**config.mk**
```make
export PLATFORM = sky130hd
export DESIGN_NAME = fasta_record_parser_unit_flat
export DESIGN_NICKNAME = d
export VERILOG_FILES = /design/src/hw/rtl/frp_pkg.sv /design/src/hw/rtl/frp_in_if.sv /design/src/hw/rtl/frp_out_if.sv /design/src/hw/rtl/frp_core.sv /design/src/hw/rtl/frp_queue.sv /design/src/hw/rtl/fasta_record_parser_unit.sv /design/src/flat_wrapper.sv
export SDC_FILE = /design/constraint.sdc
export NUM_CORES = 1
export LEC_CHECK = 0
export ABC_AREA = 1
export BUFFER_PORTS_ARGS = -buffer_cell sky130_fd_sc_hd__buf_2
export CORE_ASPECT_RATIO = 1.5
export CORE_MARGIN = 2
export CORE_UTILIZATION = 56
export DETAILED_ROUTE_END_ITERATION = 8
export GPL_TIMING_DRIVEN = 0
export PLACE_DENSITY = 0.77
export SKIP_CTS_REPAIR_TIMING = 1
export SLEW_MARGIN = 20
export SYNTH_ARGS = -nofsm -noshare
export SYNTH_HDL_FRONTEND = slang
export SYNTH_SLANG_ARGS = --single-unit
```
**constraint.sdc**
```tcl
create_clock -name i_clk -period 3.5 [get_ports i_clk]
set_input_delay 0.175 -clock i_clk [delete_from_list [all_inputs] [get_ports i_clk]]
set_output_delay 0.175 -clock i_clk [all_outputs]
set_load 0.02 [all_outputs]
```
**src/hw/rtl/frp_pkg.sv**
```systemverilog
// frp_pkg: shared types, codes and constants of the fasta record parser
// no dependencies; used by the interfaces, frp_core, frp_queue and the top level
`timescale 1ns / 1ps
`default_nettype none

package frp_pkg;

    // widths fixed by the result format
    localparam int BYTE_W       = 8;
    localparam int BASE_COUNT_W = 32;
    localparam int MIN_LEN_W    = 32;

    // default width of the internal base counter
    localparam int COUNT_WIDTH_DEF = 32;

    // result queue depth; an accepted byte may push two results
    localparam int QUEUE_DEPTH = 4;

    // item type codes
    localparam logic [1:0] ITEM_NAME    = 2'd0;
    localparam logic [1:0] ITEM_BASE    = 2'd1;
    localparam logic [1:0] ITEM_VERDICT = 2'd2;
    localparam logic [1:0] ITEM_ERROR   = 2'd3;

    // drop reasons on a verdict
    localparam logic [1:0] DROP_NONE    = 2'd0;
    localparam logic [1:0] DROP_INVALID = 2'd1;
    localparam logic [1:0] DROP_SHORT   = 2'd2;

    // error codes
    localparam logic [1:0] ERR_NONE      = 2'd0;
    localparam logic [1:0] ERR_NO_START  = 2'd1;
    localparam logic [1:0] ERR_IN_NAME   = 2'd2;
    localparam logic [1:0] ERR_IN_HEADER = 2'd3;

    // one result beat
    typedef struct packed {
        logic [1:0]              item_type;
        logic [BYTE_W-1:0]       value;
        logic                    accepted;
        logic [1:0]              drop_reason;
        logic [BASE_COUNT_W-1:0] base_count;
        logic [1:0]              error_code;
        logic                    last;
    } t_result;

    // results produced by one accepted byte, handed to the queue
    typedef struct packed {
        logic [1:0] n;
        t_result    r0;
        t_result    r1;
    } t_push;

endpackage

`default_nettype wire

```
**src/hw/rtl/frp_in_if.sv**
```systemverilog
// frp_in_if: byte channel into the parser, valid/ready handshake
// depends on frp_pkg for the byte width
`timescale 1ns / 1ps
`default_nettype none

interface frp_in_if;
    logic                      valid;
    logic                      ready;
    logic [frp_pkg::BYTE_W-1:0] byte_in;
    logic                      file_last;

    modport source (output valid, output byte_in, output file_last, input ready);
    modport sink   (input valid, input byte_in, input file_last, output ready);
endinterface

`default_nettype wire

```
**src/hw/rtl/frp_out_if.sv**
```systemverilog
// frp_out_if: result channel out of the parser, valid/ready handshake
// depends on frp_pkg for field widths
`timescale 1ns / 1ps
`default_nettype none

interface frp_out_if;
    logic                             valid;
    logic                             ready;
    logic [1:0]                       item_type;
    logic [frp_pkg::BYTE_W-1:0]       value;
    logic                             accepted;
    logic [1:0]                       drop_reason;
    logic [frp_pkg::BASE_COUNT_W-1:0] base_count;
    logic [1:0]                       error_code;
    logic                             last;

    modport source (output valid, output item_type, output value, output accepted,
                    output drop_reason, output base_count, output error_code,
                    output last, input ready);
    modport sink   (input valid, input item_type, input value, input accepted,
                    input drop_reason, input base_count, input error_code,
                    input last, output ready);
endinterface

`default_nettype wire

```
**src/hw/rtl/frp_core.sv**
```systemverilog
// frp_core: parse state machine, turns one accepted byte into up to two results
// depends on frp_pkg (t_result, t_push, codes)
`timescale 1ns / 1ps
`default_nettype none

module frp_core #(
    parameter int COUNT_WIDTH = frp_pkg::COUNT_WIDTH_DEF
) (
    input  wire logic                             i_clk,
    input  wire logic                             i_rst_n,
    input  wire logic                             i_fire,
    input  wire logic [frp_pkg::BYTE_W-1:0]       i_byte_in,
    input  wire logic                             i_file_last,
    input  wire logic [frp_pkg::MIN_LEN_W-1:0]    i_min_len,
    output frp_pkg::t_push                        o_push
);

    localparam int CMP_W = (COUNT_WIDTH > frp_pkg::BASE_COUNT_W) ?
                           COUNT_WIDTH : frp_pkg::BASE_COUNT_W;

    // characters of interest
    localparam logic [7:0] CH_GT  = 8'h3E;
    localparam logic [7:0] CH_LF  = 8'h0A;
    localparam logic [7:0] CH_CR  = 8'h0D;
    localparam logic [7:0] CH_TAB = 8'h09;
    localparam logic [7:0] CH_VT  = 8'h0B;
    localparam logic [7:0] CH_FF  = 8'h0C;
    localparam logic [7:0] CH_SP  = 8'h20;
    localparam logic [7:0] CH_A   = 8'h41;
    localparam logic [7:0] CH_C   = 8'h43;
    localparam logic [7:0] CH_G   = 8'h47;
    localparam logic [7:0] CH_T   = 8'h54;
    localparam logic [7:0] CH_LA  = 8'h61;
    localparam logic [7:0] CH_LC  = 8'h63;
    localparam logic [7:0] CH_LG  = 8'h67;
    localparam logic [7:0] CH_LT  = 8'h74;

    typedef enum logic [4:0] {
        MODE_START  = 5'b00001,
        MODE_NAME   = 5'b00010,
        MODE_HEADER = 5'b00100,
        MODE_BASES  = 5'b01000,
        MODE_DRAIN  = 5'b10000
    } t_mode;

    t_mode                  r_mode, n_mode;
    logic                   r_prev_lf, n_prev_lf;
    logic [COUNT_WIDTH-1:0] r_count, n_count;
    logic                   r_invalid, n_invalid;

    logic            a_v, b_v;
    frp_pkg::t_result res_a, res_b;
    logic            is_lf, is_name_ws, is_seq_ws, is_base;
    logic [1:0]      base_code;

    // verdict beat for a finished read
    function automatic frp_pkg::t_result f_verdict(
        input logic [COUNT_WIDTH-1:0]        cnt,
        input logic                          inv,
        input logic [frp_pkg::MIN_LEN_W-1:0] min_len
    );
        frp_pkg::t_result res;
        logic [CMP_W-1:0] cnt_x;
        logic [CMP_W-1:0] min_x;
        res       = '0;
        cnt_x     = CMP_W'(cnt);
        min_x     = CMP_W'(min_len);
        res.item_type = frp_pkg::ITEM_VERDICT;
        if (cnt_x > CMP_W'({frp_pkg::BASE_COUNT_W{1'b1}})) begin
            res.base_count = '1;
        end else begin
            res.base_count = cnt_x[frp_pkg::BASE_COUNT_W-1:0];
        end
        if (inv) begin
            res.drop_reason = frp_pkg::DROP_INVALID;
        end else if (cnt_x < min_x) begin
            res.drop_reason = frp_pkg::DROP_SHORT;
        end else begin
            res.accepted = 1'b1;
        end
        return res;
    endfunction

    // error beat
    function automatic frp_pkg::t_result f_error(input logic [1:0] code);
        frp_pkg::t_result res;
        res            = '0;
        res.item_type  = frp_pkg::ITEM_ERROR;
        res.error_code = code;
        return res;
    endfunction

    // character classes
    always_comb begin
        is_lf      = (i_byte_in == CH_LF);
        is_seq_ws  = (i_byte_in == CH_SP) || (i_byte_in == CH_TAB) ||
                     (i_byte_in == CH_LF) || (i_byte_in == CH_CR);
        is_name_ws = is_seq_ws || (i_byte_in == CH_VT) || (i_byte_in == CH_FF);
        is_base    = 1'b1;
        base_code  = 2'd0;
        case (i_byte_in) inside
            CH_A, CH_LA: base_code = 2'd0;
            CH_C, CH_LC: base_code = 2'd1;
            CH_G, CH_LG: base_code = 2'd2;
            CH_T, CH_LT: base_code = 2'd3;
            default:     is_base   = 1'b0;
        endcase
    end

    // next state and result beats
    always_comb begin
        n_mode    = r_mode;
        n_count   = r_count;
        n_invalid = r_invalid;
        a_v       = 1'b0;
        b_v       = 1'b0;
        res_a     = '0;
        res_b     = '0;

        unique case (r_mode)
            MODE_START: begin
                if (i_byte_in == CH_GT) begin
                    n_mode    = MODE_NAME;
                    n_count   = '0;
                    n_invalid = 1'b0;
                    if (i_file_last) begin
                        a_v   = 1'b1;
                        res_a = f_error(frp_pkg::ERR_IN_NAME);
                    end
                end else begin
                    n_mode = MODE_DRAIN;
                    a_v    = 1'b1;
                    res_a  = f_error(frp_pkg::ERR_NO_START);
                end
            end
            MODE_NAME: begin
                if (is_lf) begin
                    n_mode = MODE_BASES;
                    if (i_file_last) begin
                        a_v   = 1'b1;
                        res_a = f_verdict(r_count, r_invalid, i_min_len);
                    end
                end else if (is_name_ws) begin
                    n_mode = MODE_HEADER;
                    if (i_file_last) begin
                        a_v   = 1'b1;
                        res_a = f_error(frp_pkg::ERR_IN_HEADER);
                    end
                end else begin
                    a_v             = 1'b1;
                    res_a.item_type = frp_pkg::ITEM_NAME;
                    res_a.value     = i_byte_in;
                    if (i_file_last) begin
                        b_v   = 1'b1;
                        res_b = f_error(frp_pkg::ERR_IN_NAME);
                    end
                end
            end
            MODE_HEADER: begin
                if (is_lf) begin
                    n_mode = MODE_BASES;
                    if (i_file_last) begin
                        a_v   = 1'b1;
                        res_a = f_verdict(r_count, r_invalid, i_min_len);
                    end
                end else if (i_file_last) begin
                    a_v   = 1'b1;
                    res_a = f_error(frp_pkg::ERR_IN_HEADER);
                end
            end
            MODE_BASES: begin
                if (i_byte_in == CH_GT && r_prev_lf) begin
                    // line-start '>' closes this read and opens the next
                    a_v       = 1'b1;
                    res_a     = f_verdict(r_count, r_invalid, i_min_len);
                    n_mode    = MODE_NAME;
                    n_count   = '0;
                    n_invalid = 1'b0;
                    if (i_file_last) begin
                        b_v   = 1'b1;
                        res_b = f_error(frp_pkg::ERR_IN_NAME);
                    end
                end else begin
                    if (!is_seq_ws) begin
                        if (is_base) begin
                            a_v             = 1'b1;
                            res_a.item_type = frp_pkg::ITEM_BASE;
                            res_a.value     = frp_pkg::BYTE_W'(base_code);
                            if (r_count != '1) begin
                                n_count = r_count + 1'b1;
                            end
                        end else begin
                            n_invalid = 1'b1;
                        end
                    end
                    if (i_file_last) begin
                        if (a_v) begin
                            b_v   = 1'b1;
                            res_b = f_verdict(n_count, n_invalid, i_min_len);
                        end else begin
                            a_v   = 1'b1;
                            res_a = f_verdict(n_count, n_invalid, i_min_len);
                        end
                    end
                end
            end
            MODE_DRAIN: begin
                n_mode = MODE_DRAIN;
            end
            default: begin
                n_mode = MODE_START;
            end
        endcase

        n_prev_lf = is_lf;
        if (i_file_last) begin
            n_mode    = MODE_START;
            n_prev_lf = 1'b0;
            n_count   = '0;
            n_invalid = 1'b0;
        end

        // mark the final beat of this byte
        if (b_v) begin
            res_b.last = 1'b1;
        end else if (a_v) begin
            res_a.last = 1'b1;
        end
    end

    // hand the beats to the queue only on an accepted byte
    always_comb begin
        o_push.r0 = res_a;
        o_push.r1 = res_b;
        o_push.n  = i_fire ? {b_v, a_v & ~b_v} : 2'd0;
    end

    // parse state
    always_ff @(posedge i_clk) begin
        if (!i_rst_n) begin
            r_mode    <= MODE_START;
            r_prev_lf <= 1'b0;
            r_count   <= '0;
            r_invalid <= 1'b0;
        end else if (i_fire) begin
            r_mode    <= n_mode;
            r_prev_lf <= n_prev_lf;
            r_count   <= n_count;
            r_invalid <= n_invalid;
        end
    end

endmodule

`default_nettype wire

```
**src/hw/rtl/frp_queue.sv**
```systemverilog
// frp_queue: small result queue, takes up to two beats a cycle, gives one
// depends on frp_pkg (t_result, t_push, QUEUE_DEPTH)
`timescale 1ns / 1ps
`default_nettype none

module frp_queue (
    input  wire logic      i_clk,
    input  wire logic      i_rst_n,
    input  wire frp_pkg::t_push i_push,
    output logic           o_room,
    output logic           o_valid,
    input  wire logic      i_ready,
    output frp_pkg::t_result o_head
);

    localparam int DEPTH = frp_pkg::QUEUE_DEPTH;
    localparam int PTR_W = $clog2(DEPTH);
    localparam int CNT_W = $clog2(DEPTH + 1);

    frp_pkg::t_result r_mem [DEPTH];
    logic [PTR_W-1:0] r_wr_ptr, n_wr_ptr;
    logic [PTR_W-1:0] r_rd_ptr, n_rd_ptr;
    logic [CNT_W-1:0] r_count, n_count;
    logic             pop;
    logic [PTR_W-1:0] wr_ptr_1;

    // status and head beat
    assign o_valid  = (r_count != '0);
    assign o_room   = (r_count <= CNT_W'(DEPTH - 2));
    assign o_head   = r_mem[r_rd_ptr];
    assign pop      = o_valid & i_ready;
    assign wr_ptr_1 = r_wr_ptr + 1'b1;

    // pointer and fill update
    always_comb begin
        n_wr_ptr = r_wr_ptr + PTR_W'(i_push.n);
        n_rd_ptr = pop ? r_rd_ptr + 1'b1 : r_rd_ptr;
        n_count  = r_count + CNT_W'(i_push.n) - CNT_W'(pop);
    end

    // storage
    always_ff @(posedge i_clk) begin
        if (i_push.n != 2'd0) begin
            r_mem[r_wr_ptr] <= i_push.r0;
        end
        if (i_push.n == 2'd2) begin
            r_mem[wr_ptr_1] <= i_push.r1;
        end
    end

    // control
    always_ff @(posedge i_clk) begin
        if (!i_rst_n) begin
            r_wr_ptr <= '0;
            r_rd_ptr <= '0;
            r_count  <= '0;
        end else begin
            r_wr_ptr <= n_wr_ptr;
            r_rd_ptr <= n_rd_ptr;
            r_count  <= n_count;
        end
    end

endmodule

`default_nettype wire

```
**src/hw/rtl/fasta_record_parser_unit.sv**
```systemverilog
// fasta_record_parser_unit: top level of the fasta record parser
// depends on frp_pkg, frp_in_if, frp_out_if, frp_core and frp_queue
//
// Usage:
//   i_byte carries the file one character a beat (byte_in, file_last marks the
//   final byte). o_result carries name bytes, 2-bit base codes, read verdicts
//   and errors, one per beat, with last set on the final beat caused by a byte.
//   i_cfg_we / i_cfg_wdata write the minimum read length; write it only while
//   the block is idle.
//   A byte's results are registered in the result queue, then shown on o_result.
//   Throughput: one byte per cycle while each byte gives at most one result
//   and o_result.ready is high; a byte that gives two results pushes both into
//   the four-entry result queue, whose free space sets i_byte.ready.
//   Reset: the parser waits for the '>' of a new file, the queue empties and
//   the minimum read length goes to zero. At the end of each file the parser
//   returns to the same waiting state and keeps the register.
//   Stall: when o_result.ready is low results stay in the queue and i_byte.ready
//   falls once fewer than two entries are free; nothing is lost.
`timescale 1ns / 1ps
`default_nettype none

module fasta_record_parser_unit #(
    parameter int COUNT_WIDTH = frp_pkg::COUNT_WIDTH_DEF
) (
    input  wire logic                          i_clk,
    input  wire logic                          i_rst_n,
    frp_in_if.sink                             i_byte,
    frp_out_if.source                          o_result,
    input  wire logic                          i_cfg_we,
    input  wire logic [frp_pkg::MIN_LEN_W-1:0] i_cfg_wdata
);

    logic [frp_pkg::MIN_LEN_W-1:0] r_min_len;
    logic                          room;
    logic                          fire;
    frp_pkg::t_push                push;
    frp_pkg::t_result              head;

    // configuration register
    always_ff @(posedge i_clk) begin
        if (!i_rst_n) begin
            r_min_len <= '0;
        end else if (i_cfg_we) begin
            r_min_len <= i_cfg_wdata;
        end
    end

    // input handshake
    assign i_byte.ready = room;
    assign fire         = i_byte.valid & room;

    frp_core #(
        .COUNT_WIDTH (COUNT_WIDTH)
    ) u_core (
        .i_clk       (i_clk),
        .i_rst_n     (i_rst_n),
        .i_fire      (fire),
        .i_byte_in   (i_byte.byte_in),
        .i_file_last (i_byte.file_last),
        .i_min_len   (r_min_len),
        .o_push      (push)
    );

    frp_queue u_queue (
        .i_clk   (i_clk),
        .i_rst_n (i_rst_n),
        .i_push  (push),
        .o_room  (room),
        .o_valid (o_result.valid),
        .i_ready (o_result.ready),
        .o_head  (head)
    );

    // result beat fields
    assign o_result.item_type   = head.item_type;
    assign o_result.value       = head.value;
    assign o_result.accepted    = head.accepted;
    assign o_result.drop_reason = head.drop_reason;
    assign o_result.base_count  = head.base_count;
    assign o_result.error_code  = head.error_code;
    assign o_result.last        = head.last;

endmodule

`default_nettype wire
```
**src/flat_wrapper.sv**
```systemverilog
// flat-port wrapper written by rule: the top's interface ports become plain ports
module fasta_record_parser_unit_flat 
#(
    parameter int COUNT_WIDTH = frp_pkg::COUNT_WIDTH_DEF
)
  (i_clk, i_rst_n, i_cfg_we, i_cfg_wdata, i_byte_valid, i_byte_byte_in, i_byte_file_last, i_byte_ready, o_result_valid, o_result_item_type, o_result_value, o_result_accepted, o_result_drop_reason, o_result_base_count, o_result_error_code, o_result_last, o_result_ready);
  frp_in_if i_byte_i ();
  frp_out_if o_result_i ();
  input  wire logic i_clk;
  input  wire logic i_rst_n;
  input  wire logic i_cfg_we;
  input  wire logic [frp_pkg::MIN_LEN_W-1:0] i_cfg_wdata;
  input wire logic [$bits(i_byte_i.valid)-1:0] i_byte_valid;
  input wire logic [$bits(i_byte_i.byte_in)-1:0] i_byte_byte_in;
  input wire logic [$bits(i_byte_i.file_last)-1:0] i_byte_file_last;
  output wire logic [$bits(i_byte_i.ready)-1:0] i_byte_ready;
  output wire logic [$bits(o_result_i.valid)-1:0] o_result_valid;
  output wire logic [$bits(o_result_i.item_type)-1:0] o_result_item_type;
  output wire logic [$bits(o_result_i.value)-1:0] o_result_value;
  output wire logic [$bits(o_result_i.accepted)-1:0] o_result_accepted;
  output wire logic [$bits(o_result_i.drop_reason)-1:0] o_result_drop_reason;
  output wire logic [$bits(o_result_i.base_count)-1:0] o_result_base_count;
  output wire logic [$bits(o_result_i.error_code)-1:0] o_result_error_code;
  output wire logic [$bits(o_result_i.last)-1:0] o_result_last;
  input wire logic [$bits(o_result_i.ready)-1:0] o_result_ready;
  assign i_byte_i.valid = i_byte_valid;
  assign i_byte_i.byte_in = i_byte_byte_in;
  assign i_byte_i.file_last = i_byte_file_last;
  assign i_byte_ready = i_byte_i.ready;
  assign o_result_valid = o_result_i.valid;
  assign o_result_item_type = o_result_i.item_type;
  assign o_result_value = o_result_i.value;
  assign o_result_accepted = o_result_i.accepted;
  assign o_result_drop_reason = o_result_i.drop_reason;
  assign o_result_base_count = o_result_i.base_count;
  assign o_result_error_code = o_result_i.error_code;
  assign o_result_last = o_result_i.last;
  assign o_result_i.ready = o_result_ready;
  fasta_record_parser_unit #(.COUNT_WIDTH(COUNT_WIDTH)) u_core (.i_clk(i_clk), .i_rst_n(i_rst_n), .i_byte(i_byte_i), .o_result(o_result_i), .i_cfg_we(i_cfg_we), .i_cfg_wdata(i_cfg_wdata));
endmodule
```
==> results of run 1 <==
worst paths after layout:
kind,from,to
worst min-delay path,o_result_ready,u_core.u_queue.r_rd_ptr[0]
worst max register to register,u_core.u_core.r_count[12],u_core.u_queue.r_mem[2][36]
worst min register to register,u_core.u_queue.r_rd_ptr[1],flop
worst max-delay path,u_core.u_core.r_count[12],u_core.u_queue.r_mem[2][36]
cells by family (layout without fill, tap and decap cells):
| group | after synthesis | count (layout) | share of synthesized area |
|---|---|---|---|
| xor gates and xnor gates | 28 | 28 | 0.0163 |
| buffers and inverters | 277 | 477 | 0.0720 |
| DFF | 272 | 272 | 0.466 |
| adders and majority gates | 68 | 68 | 0.0571 |
| AOI/OAI and AO/OA | 540 | 540 | 0.198 |
| and+or+nand+nor | 641 | 643 | 0.190 |
cell usage after synthesis (2+ instances only):
cell | instances | area share
o31ai_1 | 2 | 0.0010
inv_1 | 154 | 0.038
o221ai_1 | 2 | 0.0012
nor2_2 | 8 | 0.0033
nand2_1 | 267 | 0.067
a21boi_0 | 2 | 0.0010
nor2_1 | 186 | 0.046
buf_1 | 4 | 0.0010
o21ai_1 | 12 | 0.0040
a31oi_1 | 3 | 0.0012
o21ai_2 | 2 | 0.0012
clkbuf_1 | 76 | 0.019
edfxtp_1 | 156 | 0.31
dfxtp_1 | 116 | 0.15
nand2_2 | 4 | 0.0017
nand3_1 | 102 | 0.034
o21a_1 | 4 | 0.0020
nand4_1 | 11 | 0.0046
inv_2 | 15 | 0.0037
a211oi_2 | 2 | 0.0017
o22ai_1 | 129 | 0.054
o21ai_0 | 223 | 0.074
buf_2 | 24 | 0.0080
o211ai_1 | 4 | 0.0020
nand3b_1 | 11 | 0.0055
nor4_2 | 2 | 0.0017
xnor2_1 | 11 | 0.0064
nor2_4 | 4 | 0.0030
nor3_2 | 4 | 0.0027
nor4_1 | 2 | 0.00083
a2111oi_0 | 2 | 0.0012
ha_1 | 67 | 0.056
xor2_1 | 17 | 0.0099
nor3_1 | 27 | 0.0090
clkinv_1 | 2 | 0.00050
nor3_4 | 5 | 0.0054
a211oi_1 | 8 | 0.0040
or2_2 | 2 | 0.00083
o21bai_1 | 2 | 0.0010
a21oi_1 | 140 | 0.047
layer usage:
layer / global-route usage / part of all wire
met5: 0 / 0.00026
met4: 0.220 / 0.081
met3: 0.0599 / 0.11
met2: 0.569 / 0.47
met1: 0.409 / 0.34
stage by stage:
| step | setup TNS [ns] | total power, mW | worst slack (ns) |
|---|---|---|---|
| 6_report | -4.19 | 9.83 | -0.560 |
| 5_1_grt | -6.87 | 10.2 | -0.773 |
| 4_1_cts | -87.08 | 9.61 | -0.971 |
| 3_5_place_dp | -83.54 | 6.80 | -0.917 |
| 3_3_place_gp | -219.65 | 6.70 | -1.44 |
| 2_1_floorplan | 0 | 5.76 | 0.00243 |
sequential cells by signal (all words and copies together), names as in the netlist, named ones only:
register                 flops
u_core.u_core.r_mode         5
u_core.u_core.r_invalid      1
u_core.u_core.r_prev_lf      1
u_core.u_queue.r_mem       192
u_core.u_queue.r_wr_ptr      2
u_core.u_queue.r_rd_ptr      2
u_core.u_core.r_count       32
u_core.r_min_len            32
u_core.u_queue.r_count       3
worst register-to-register path, delay by kind of cell (launching register included):
family                   cells  cell delay, ns
AND/OR/NAND/NOR             19            1.88
AO/OA/AOI/OAI                4            0.59
flip-flops                   1            0.49
buffers and inverters        3            0.39
adder cells (fa/ha/maj)      1            0.30
XOR/XNOR                     1            0.17
area by class of cell:
| cell class | instances | share of cell area |
|---|---|---|
| multi-input cells | 1279 | 0.412 |
| flip-flops and latches | 272 | 0.394 |
| repair buffers | 154 | 0.0606 |
| clock buffers | 28 | 0.0381 |
| inverters | 171 | 0.0361 |
| plain buffers | 104 | 0.0253 |
| well taps | 337 | 0.0236 |
| clock inverters | 20 | 0.0104 |
power by group:
part / switching [mW] / internal, mW
Sequential: 0.164 / 3.80
Clock: 1.31 / 1.58
Combinational: 2.09 / 0.882
==> flow_summary.ini, run 1 <==
[power_and_ir_drop]
vdd_drop_max_uv = 387
power_density_nw_per_um2 = 551
p_leak_nw = 6.79

[drt]
via_per_inst = 6.30
ant_nets = 0
drc = 0
drtPass1Iterations = 6
wirelength_mm = 50.0
vias = 14903
drt_iter0_drc = 1875
routedWlPerCell_um = 21.1

[outcome]
violations = negative setup slack
status = finished, violations left

[die]
ios = 96
die_area_um2 = 28200
die_x_um = 138
die_height_um = 205
coreArea_um2 = 26500
rows = 73
initial_utilization = 0.567

[clock_network]
cts_buffer_depth = 3
clk_latency_ns = 0.56
cts.htree.levels = 1
cts.sinks = 272
cts_buffers = 26
clockRootBuffer = clkbuf_16
cts.clk_slew.worst_paths_ns = 0.07
cts_tree = done

[sta]
finalCritPeriodShare = 1.16
slew_headroom = 0.300
fin_ws_ns = -0.560
clock.fmax_ghz = 0.246
worst_pin_slew_ns = 1.05
layout_min_cycle_time_ns = 4.06
setup_viol = 8
slew_viol_final = 0
skew_ns = 0.0187
hold_violations = 0
whs_ns = 0.0274
rsz0062_at_grt = yes

[global_route]
grt_pass1_vias = 13588
grt_max_degree = 25
grt_pass1_wl_mm = 73.6
grt_antenna_before_repair = 1
track_usage = 0.344
overflow = 0

[final_layout]
final_cell_mix = nand2_1, o21ai_0, nor2_1, edfxtp_1, inv_1
design_area_um2 = 17800
fill_cells = 2141
utilization = 0.674
areaGrowthSynthToFinish_pct = 18.8
final_common_cell = nand2_1
antenna_cells = 0
multi_input_area_um2 = 7340
nNetsFinal = 2122
ff_latch_area_um2 = 7040
layout-drive-gt1-share = 0.159
finalNonFillerCells = 2365

[worst_setup_path]
rrSetupSlack_ns = -0.56
cp.required_ns = 3.80
path_buf_inv = 3
worstSetupPathType = flop to flop
critPathLaunchType = flop
critical_path.max_fanout = 8
cp-end-kind = flop
cp_num_cells = 28
cp_top_family = simple AND/OR/NAND/NOR gates
cp_slowest_cell = dfxtp_1
r2r_cells = 28
timing.critical_path.mode_cell = nand2_1
cpPeakStageDelay_ns = 0.49
cp_data_arrival_time_ns = 4.36

[logic_synthesis]
synth_seq_cells = 272
async_flop_share = 0
avgSynthCellArea_um2 = 8.23
synth_cells = 1826
synth_area_um2 = 15000
synth_edf_count = 156
syn_nets = 1940
yosysWarnings = 0
ys.flop_type = edfxtp_1
synthDistinctLibCells = 52
ys_seq_area_frac = 0.466

[placed_design]
hpwl_mm = 35.4
place_area_um2 = 16000
place_congestion = 0.955
dp_cells = 2262
io_buffers = 95

[min_path]
hp-class = input port to flop
min_delay_path_depth = 4

[job]
drv_cap = 0
Note: power is estimated with default switching activity, not from simulation.
==> run 2, diff against run 1 <==
--- a/config.mk
+++ b/config.mk
@@ -6,7 +6,7 @@
 export NUM_CORES = 1
 export LEC_CHECK = 0
 export ABC_AREA = 1
-export BUFFER_PORTS_ARGS = -buffer_cell sky130_fd_sc_hd__buf_2
+export BUFFER_PORTS_ARGS = -buffer_cell sky130_fd_sc_hd__buf_4
 export CORE_ASPECT_RATIO = 1.5
 export CORE_MARGIN = 2
 export CORE_UTILIZATION = 56
@@ -17,4 +17,5 @@
 export SLEW_MARGIN = 20
 export SYNTH_ARGS = -nofsm -noshare
 export SYNTH_HDL_FRONTEND = slang
+export SYNTH_HIERARCHICAL = 1
 export SYNTH_SLANG_ARGS = --single-unit
==> run 2 against run 1 <==
The run ends with negative hold slack, negative setup slack left; global-route usage decreased by 2.5 points; power increased by 4.1%; area after synthesis is 6.1% higher; synthesized cell count is 11% higher; utilization grew 1.3 points; flip-flop and latch count unchanged; clock skew grew 0.0076 ns; routed wire length shrank 1.6%; count of clock-buffer cells in the layout up 6.
==> flow_summary.ini, run 2 <==
[final_layout]
final_common_cell = nand2_1
antenna_cells = 0
finalNonFillerCells = 2583
design_area_um2 = 19200
layout-drive-gt1-share = 0.160
fill_cells = 2274
utilization = 0.686
largest_reg_flops = 192
regMostFlops = u_core/u_queue/r_mem
nNetsFinal = 2331
biggestRegsByFlops = u_core/u_queue/r_mem x192, u_core/r_min_len x32, u_core/u_core/r_count x32
final_cell_mix = nand2_1, nor2_1, inv_1, edfxtp_1, o21ai_0
areaGrowthSynthToFinish_pct = 20.4

[sta]
slew_viol_final = 0
layout_min_cycle_time_ns = 4.40
fin_ws_ns = -0.897
clock.fmax_ghz = 0.227
finalCritPeriodShare = 1.26
setup_viol = 8
tns_ns = -6.49
worst_pin_slew_ns = 1.12
rsz0062_at_grt = yes
slew_headroom = 0.241
whs_ns = -0.0454
skew_ns = 0.0263
hold_violations = 3

[logic_synthesis]
synth_top_family_by_area = simple AND/OR/NAND/NOR gates
synth_edf_count = 192
ys.flop_type = edfxtp_1
synth_cells = 2023
synth_top_cell_area_share = 0.362
synth_top_area_cell = edfxtp_1
synth.most_common_cell = nand2_1
synthTopCellsByCount = nand2_1, nor2_1, inv_1
avgSynthCellArea_um2 = 7.88
synth-simple-area-share = 0.220
ys_seq_area_frac = 0.462
synthDistinctLibCells = 52
synth_compound_area_frac = 0.153
yosysWarnings = 6
synth_mux_area_frac = 0
synthAdderAreaFrac = 0.0538
synth_seq_cells = 272
synth_area_leaders = edfxtp_1, nand2_1, dfxtp_1, nor2_1, o21ai_0
async_flop_share = 0
synth_area_um2 = 15900
synth-xor-area-share = 0.0159

[worst_setup_path]
worstSetupPathType = flop to flop
critPathLaunchType = flop
critical_path.max_fanout = 5
cp-end-kind = flop
rrSetupSlack_ns = -0.90
cp_data_arrival_time_ns = 4.78
cp.required_ns = 3.89

[placed_design]
place_area_um2 = 17300
io_buffers = 93
hpwl_mm = 35.5
pre_cts_ws_ns = -1.42
place_congestion = 1.01
dp_cells = 2477

[global_route]
grtUsageMet2 = 0.571
grt_pass1_wl_mm = 74.1
overflow = 0
track_usage = 0.319
top_usage_layer = met2
use_met1 = 0.367
grt_max_degree = 41
grt_antenna_before_repair = 0
grt_pass1_vias = 14281
use_met3 = 0.0388

[die]
die_area_um2 = 29900
coreArea_um2 = 28000
initial_utilization = 0.570
die_x_um = 142
die_height_um = 211
ios = 96
rows = 75

[clock_network]
clockRootBuffer = clkbuf_16
cts.htree.levels = 1
cts.sinks = 272
cts_tree = done
clk_latency_ns = 0.56
cts_buffer_depth = 3
cts.clk_slew.worst_paths_ns = 0.07
cts_buffers = 26

[outcome]
status = finished, violations left
violations = negative hold slack, negative setup slack

[drt]
routedWlPerCell_um = 19.1
drc = 0
via_per_inst = 5.81
wirelength_mm = 49.2
drtPass1Iterations = 6
drt_iter0_drc = 1532
vias = 14995
ant_nets = 0

[min_path]
hp-class = input port to flop

[power_and_ir_drop]
p_leak_nw = 7.49
power_mw = 10.2
vdd_drop_max_uv = 423
power_density_nw_per_um2 = 533

[job]
drv_cap = 0
[run 2: cell count changes after synthesis, sizes merged, moves of 59 or more]
| cell | change |
|---|---|
| nor2 | +74 |
| nand3 | -72 |
| o22ai | -78 |
| nand2 | +192 |
| a21oi | -59 |
| o21ai | +62 |
[run 2: worst paths after layout]
check	startpoint	end	cells past startpoint
hold / removal	i_cfg_wdata[18]	u_core/r_min_len[18]	5
setup reg to reg	u_core/u_core/r_count[24]	u_core/u_queue/r_mem[1][37]	22
hold reg to reg	u_core/r_min_len[26]	u_core/r_min_len[26]	2
setup / recovery	u_core/u_core/r_count[24]	u_core/u_queue/r_mem[1][37]	22
[run 2: layer usage]
layer	vias up	routed length (um)	share of wire
li1	7118	-	-
met1	6874	17400	0.35
met2	818	25100	0.51
met3	185	3930	0.080
met4	0	2740	0.056
met5	-	0	0
[run 2: worst max-delay path, cell delays in order (launching register included)]
cell and delay [ns]:
dfxtp_1 0.44, nand2_1 0.07, nor2_1 0.14, inv_1 0.11, nor4_1 0.55, nand4_1 0.31
xor2_1 0.21, nand3_1 0.08, nand2_1 0.11, inv_1 0.09, ha_1 0.28, nand4_1 0.16
nor4_4 0.37, inv_2 0.08, nor4_4 0.34, nand2_2 0.13, nand2_2 0.08, nand2_2 0.07
nand2_2 0.08, nand2_2 0.07, a21oi_4 0.26, nand2_1 0.10, o21ai_1 0.11
[run 2: cell families (layout without fill, tap and decap cells)]
logic type	count (synthesis)	in the layout
XOR/XNOR	29	29
buffers and inverters	341	547
AND/OR/NAND/NOR	852	852
flip-flops	272	272
AO/OA/AOI/OAI	460	460
adder cells (fa/ha/maj)	68	68
other	1	9
[run 2: layout make-up]
type | instances | area [um2] | area share
multi-input cells | 1418 | 7560 | 0.394
well taps | 346 | 433 | 0.0226
repair buffers | 158 | 1340 | 0.0696
plain buffers | 113 | 659 | 0.0344
clock inverters | 14 | 184 | 0.00958
flip-flops and latches | 272 | 7420 | 0.387
clock buffers | 34 | 743 | 0.0387
inverters | 228 | 858 | 0.0447
[run 2: power by group]
group          total (mW)  internal [mW]  switching, mW
logic                3.21           1.06           2.15
registers            3.96           3.84          0.119
clock network        3.05           1.80           1.25
==> run 3, diff against run 2 <==
--- a/config.mk
+++ b/config.mk
@@ -12,7 +12,7 @@
 export CORE_UTILIZATION = 56
 export DETAILED_ROUTE_END_ITERATION = 8
 export GPL_TIMING_DRIVEN = 0
-export PLACE_DENSITY = 0.77
+export PLACE_DENSITY = 0.74
 export SKIP_CTS_REPAIR_TIMING = 1
 export SLEW_MARGIN = 20
 export SYNTH_ARGS = -nofsm -noshare
==> constraint.sdc (replaced) <==
create_clock -name i_clk -period 4.68 [get_ports i_clk]
set_input_delay 0.234 -clock i_clk [delete_from_list [all_inputs] [get_ports i_clk]]
set_output_delay 0.234 -clock i_clk [all_outputs]
set_load 0.02 [all_outputs]
==> run 3 against run 2 <==
The flow finishes with violations (negative hold slack); largest cell class is now sequential cells; die area stayed put; critical path type unchanged; sequential share of layout area rose by 1.6 points; count of clock-buffer cells in the layout is the same; largest power group unchanged; non-clock buffer count shrank 47; critical endpoint is now u_core/u_queue/r_mem[3][37]; register-to-register slack better by 1.1 ns; first-iteration DRC count down 12%; via count down 2.8%; power is 28% lower; worst hold slack gained 0.014 ns; maximum frequency down 1.8%; final cell count shrank 1.8%.
==> flow_summary.ini, run 3 (synthesis gave the netlist of run 2 again) <==
[clock_network]
cts_tree = done
cts.htree.levels = 1
cts_buffer_depth = 3
clk_latency_ns = 0.56
cts.sinks = 272
cts_buffers = 26
cts.clk_slew.worst_paths_ns = 0.07
clockRootBuffer = clkbuf_16

[placed_design]
pre_cts_ws_ns = -0.00482
dp_cells = 2475
io_buffers = 93
hpwl_mm = 34.1
place_area_um2 = 17200
place_congestion = 1.02

[sta]
whs_ns = -0.0317
slew_viol_final = 0
clock.fmax_ghz = 0.223
layout_min_cycle_time_ns = 4.48
fin_ws_ns = 0.203
setup_viol = 0
hold_violations = 24
finalCritPeriodShare = 0.957
worst_pin_slew_ns = 1.16
slew_headroom = 0.218
skew_ns = 0.0189
tns_ns = 0

[power_and_ir_drop]
switching_power_mw = 2.55
power_mw = 7.39
p_seq_frac = 0.401
clockPowerShare = 0.286
power_density_nw_per_um2 = 404
internal_power_mw = 4.84
vdd_drop_max_uv = 251
p_leak_nw = 7.12
combinationalPowerShare = 0.313
switching_share = 0.345

[final_layout]
areaGrowthSynthToFinish_pct = 14.7
regMostFlops = u_core/u_queue/r_mem
layout-drive-gt1-share = 0.115
multi_input_area_um2 = 7230
nNetsFinal = 2284
design_area_um2 = 18300
antenna_cells = 0
fill_cells = 2389
biggestRegsByFlops = u_core/u_queue/r_mem x192, u_core/r_min_len x32, u_core/u_core/r_count x32
final_cell_mix = nand2_1, nor2_1, inv_1, edfxtp_1, o21ai_0
ff_latch_area_um2 = 7370
final_common_cell = nand2_1
largest_reg_flops = 192
finalNonFillerCells = 2536
utilization = 0.654

[drt]
drtPass1Iterations = 7
ant_nets = 0
via_per_inst = 5.75
routedWlPerCell_um = 18.4
drc = 0
wirelength_mm = 46.8
vias = 14573
drt_iter0_drc = 1355

[outcome]
violations = negative hold slack
status = finished, violations left

[die]
die_area_um2 = 29900
die_x_um = 142
coreArea_um2 = 28000
ios = 96
rows = 75
die_height_um = 211
initial_utilization = 0.570

[worst_setup_path]
path_buf_inv = 3
cpPeakStageDelay_ns = 0.45
critPathLaunchType = flop
cp_slowest_cell = dfxtp_1
cp_cell_sequence = nand2_1, nor2_1, nand2_1, nor2_4, nand3b_1, nor3_2, inv_2, nor2_2, nand4_1, xor2_1, inv_1, ha_1, nand4_1, nor4_4, inv_1, nor4_2, nand2_1, nand2_1, nand2_1, nand2_1, nand2_1, a21oi_4, nand2_1, o21ai_0
timing.critical_path.mode_cell = nand2_1
critical_path.max_fanout = 6
cp-end-kind = flop
cp_data_arrival_time_ns = 4.86
worstSetupPathType = flop to flop
cp_top_family = simple AND/OR/NAND/NOR gates
cp.required_ns = 5.06

[job]
drv_cap = 0

[global_route]
grt_max_degree = 49
grt_antenna_before_repair = 0
grt_pass1_vias = 13877
grt_pass1_wl_mm = 71.9
overflow = 0
track_usage = 0.308

[min_path]
hp-class = input port to flop
run 3: cell types whose count changed in the layout (fill, tap and decap cells not counted), moves of 9 or more:
cell	change
dlygate4sd3_1	-26
dfxtp_4	-9
nand2_2	-14
nand2_1	+18
dfxtp_1	+23
dfxtp_2	-14
buf_4	-19
nor2_1	+10
run 3: layer usage:
metal / global-route usage / part of all wire / up-vias
met5: 0 / 0 / -
met4: 0.174 / 0.057 / 0
met3: 0.0367 / 0.076 / 179
met2: 0.550 / 0.50 / 736
met1: 0.357 / 0.37 / 6633
li1: - / - / 7025
run 3: area by class of cell:
cell class              count  area share
multi-input cells        1418       0.395
inverters                 228      0.0468
repair buffers            111      0.0484
clock buffers              34      0.0400
well taps                 346      0.0237
flip-flops and latches    272       0.403
clock inverters            14     0.00637
plain buffers             113      0.0361
run 3: final timing paths:
path	start	endpoint	slack, ns	cells after the start
setup / recovery	u_core/u_core/r_count[14]	u_core/u_queue/r_mem[3][37]	0.20	24
hold / removal	i_cfg_wdata[24]	u_core/r_min_len[24]	-0.03	5
setup reg to reg	u_core/u_core/r_count[14]	u_core/u_queue/r_mem[3][37]	0.20	24
hold reg to reg	u_core/r_min_len[5]	u_core/r_min_len[5]	0.47	2
run 3: worst reg2reg max path: stages (launching register included):
cell and delay, ns:
dfxtp_1 0.45, nand2_1 0.09, nor2_1 0.30, nand2_1 0.16
nor2_4 0.16, nand3b_1 0.17, nor3_2 0.27, inv_2 0.07
nor2_2 0.16, nand4_1 0.12, xor2_1 0.22, inv_1 0.11
ha_1 0.30, nand4_1 0.17, nor4_4 0.38, inv_1 0.09
nor4_2 0.15, nand2_1 0.14, nand2_1 0.08, nand2_1 0.06
nand2_1 0.07, nand2_1 0.10, a21oi_4 0.28, nand2_1 0.08
o21ai_0 0.11
run 3: power groups by stage:
stage | Sequential (mW) | Clock, mW | Combinational (mW)
after floorplan | 3.00 | 0 | 1.37
after global placement | 3.03 | 0 | 2.19
after detailed placement | 3.02 | 0 | 2.26
after CTS | 2.97 | 2.12 | 2.27
after global routing | 2.99 | 2.22 | 2.49
final | 2.97 | 2.11 | 2.31
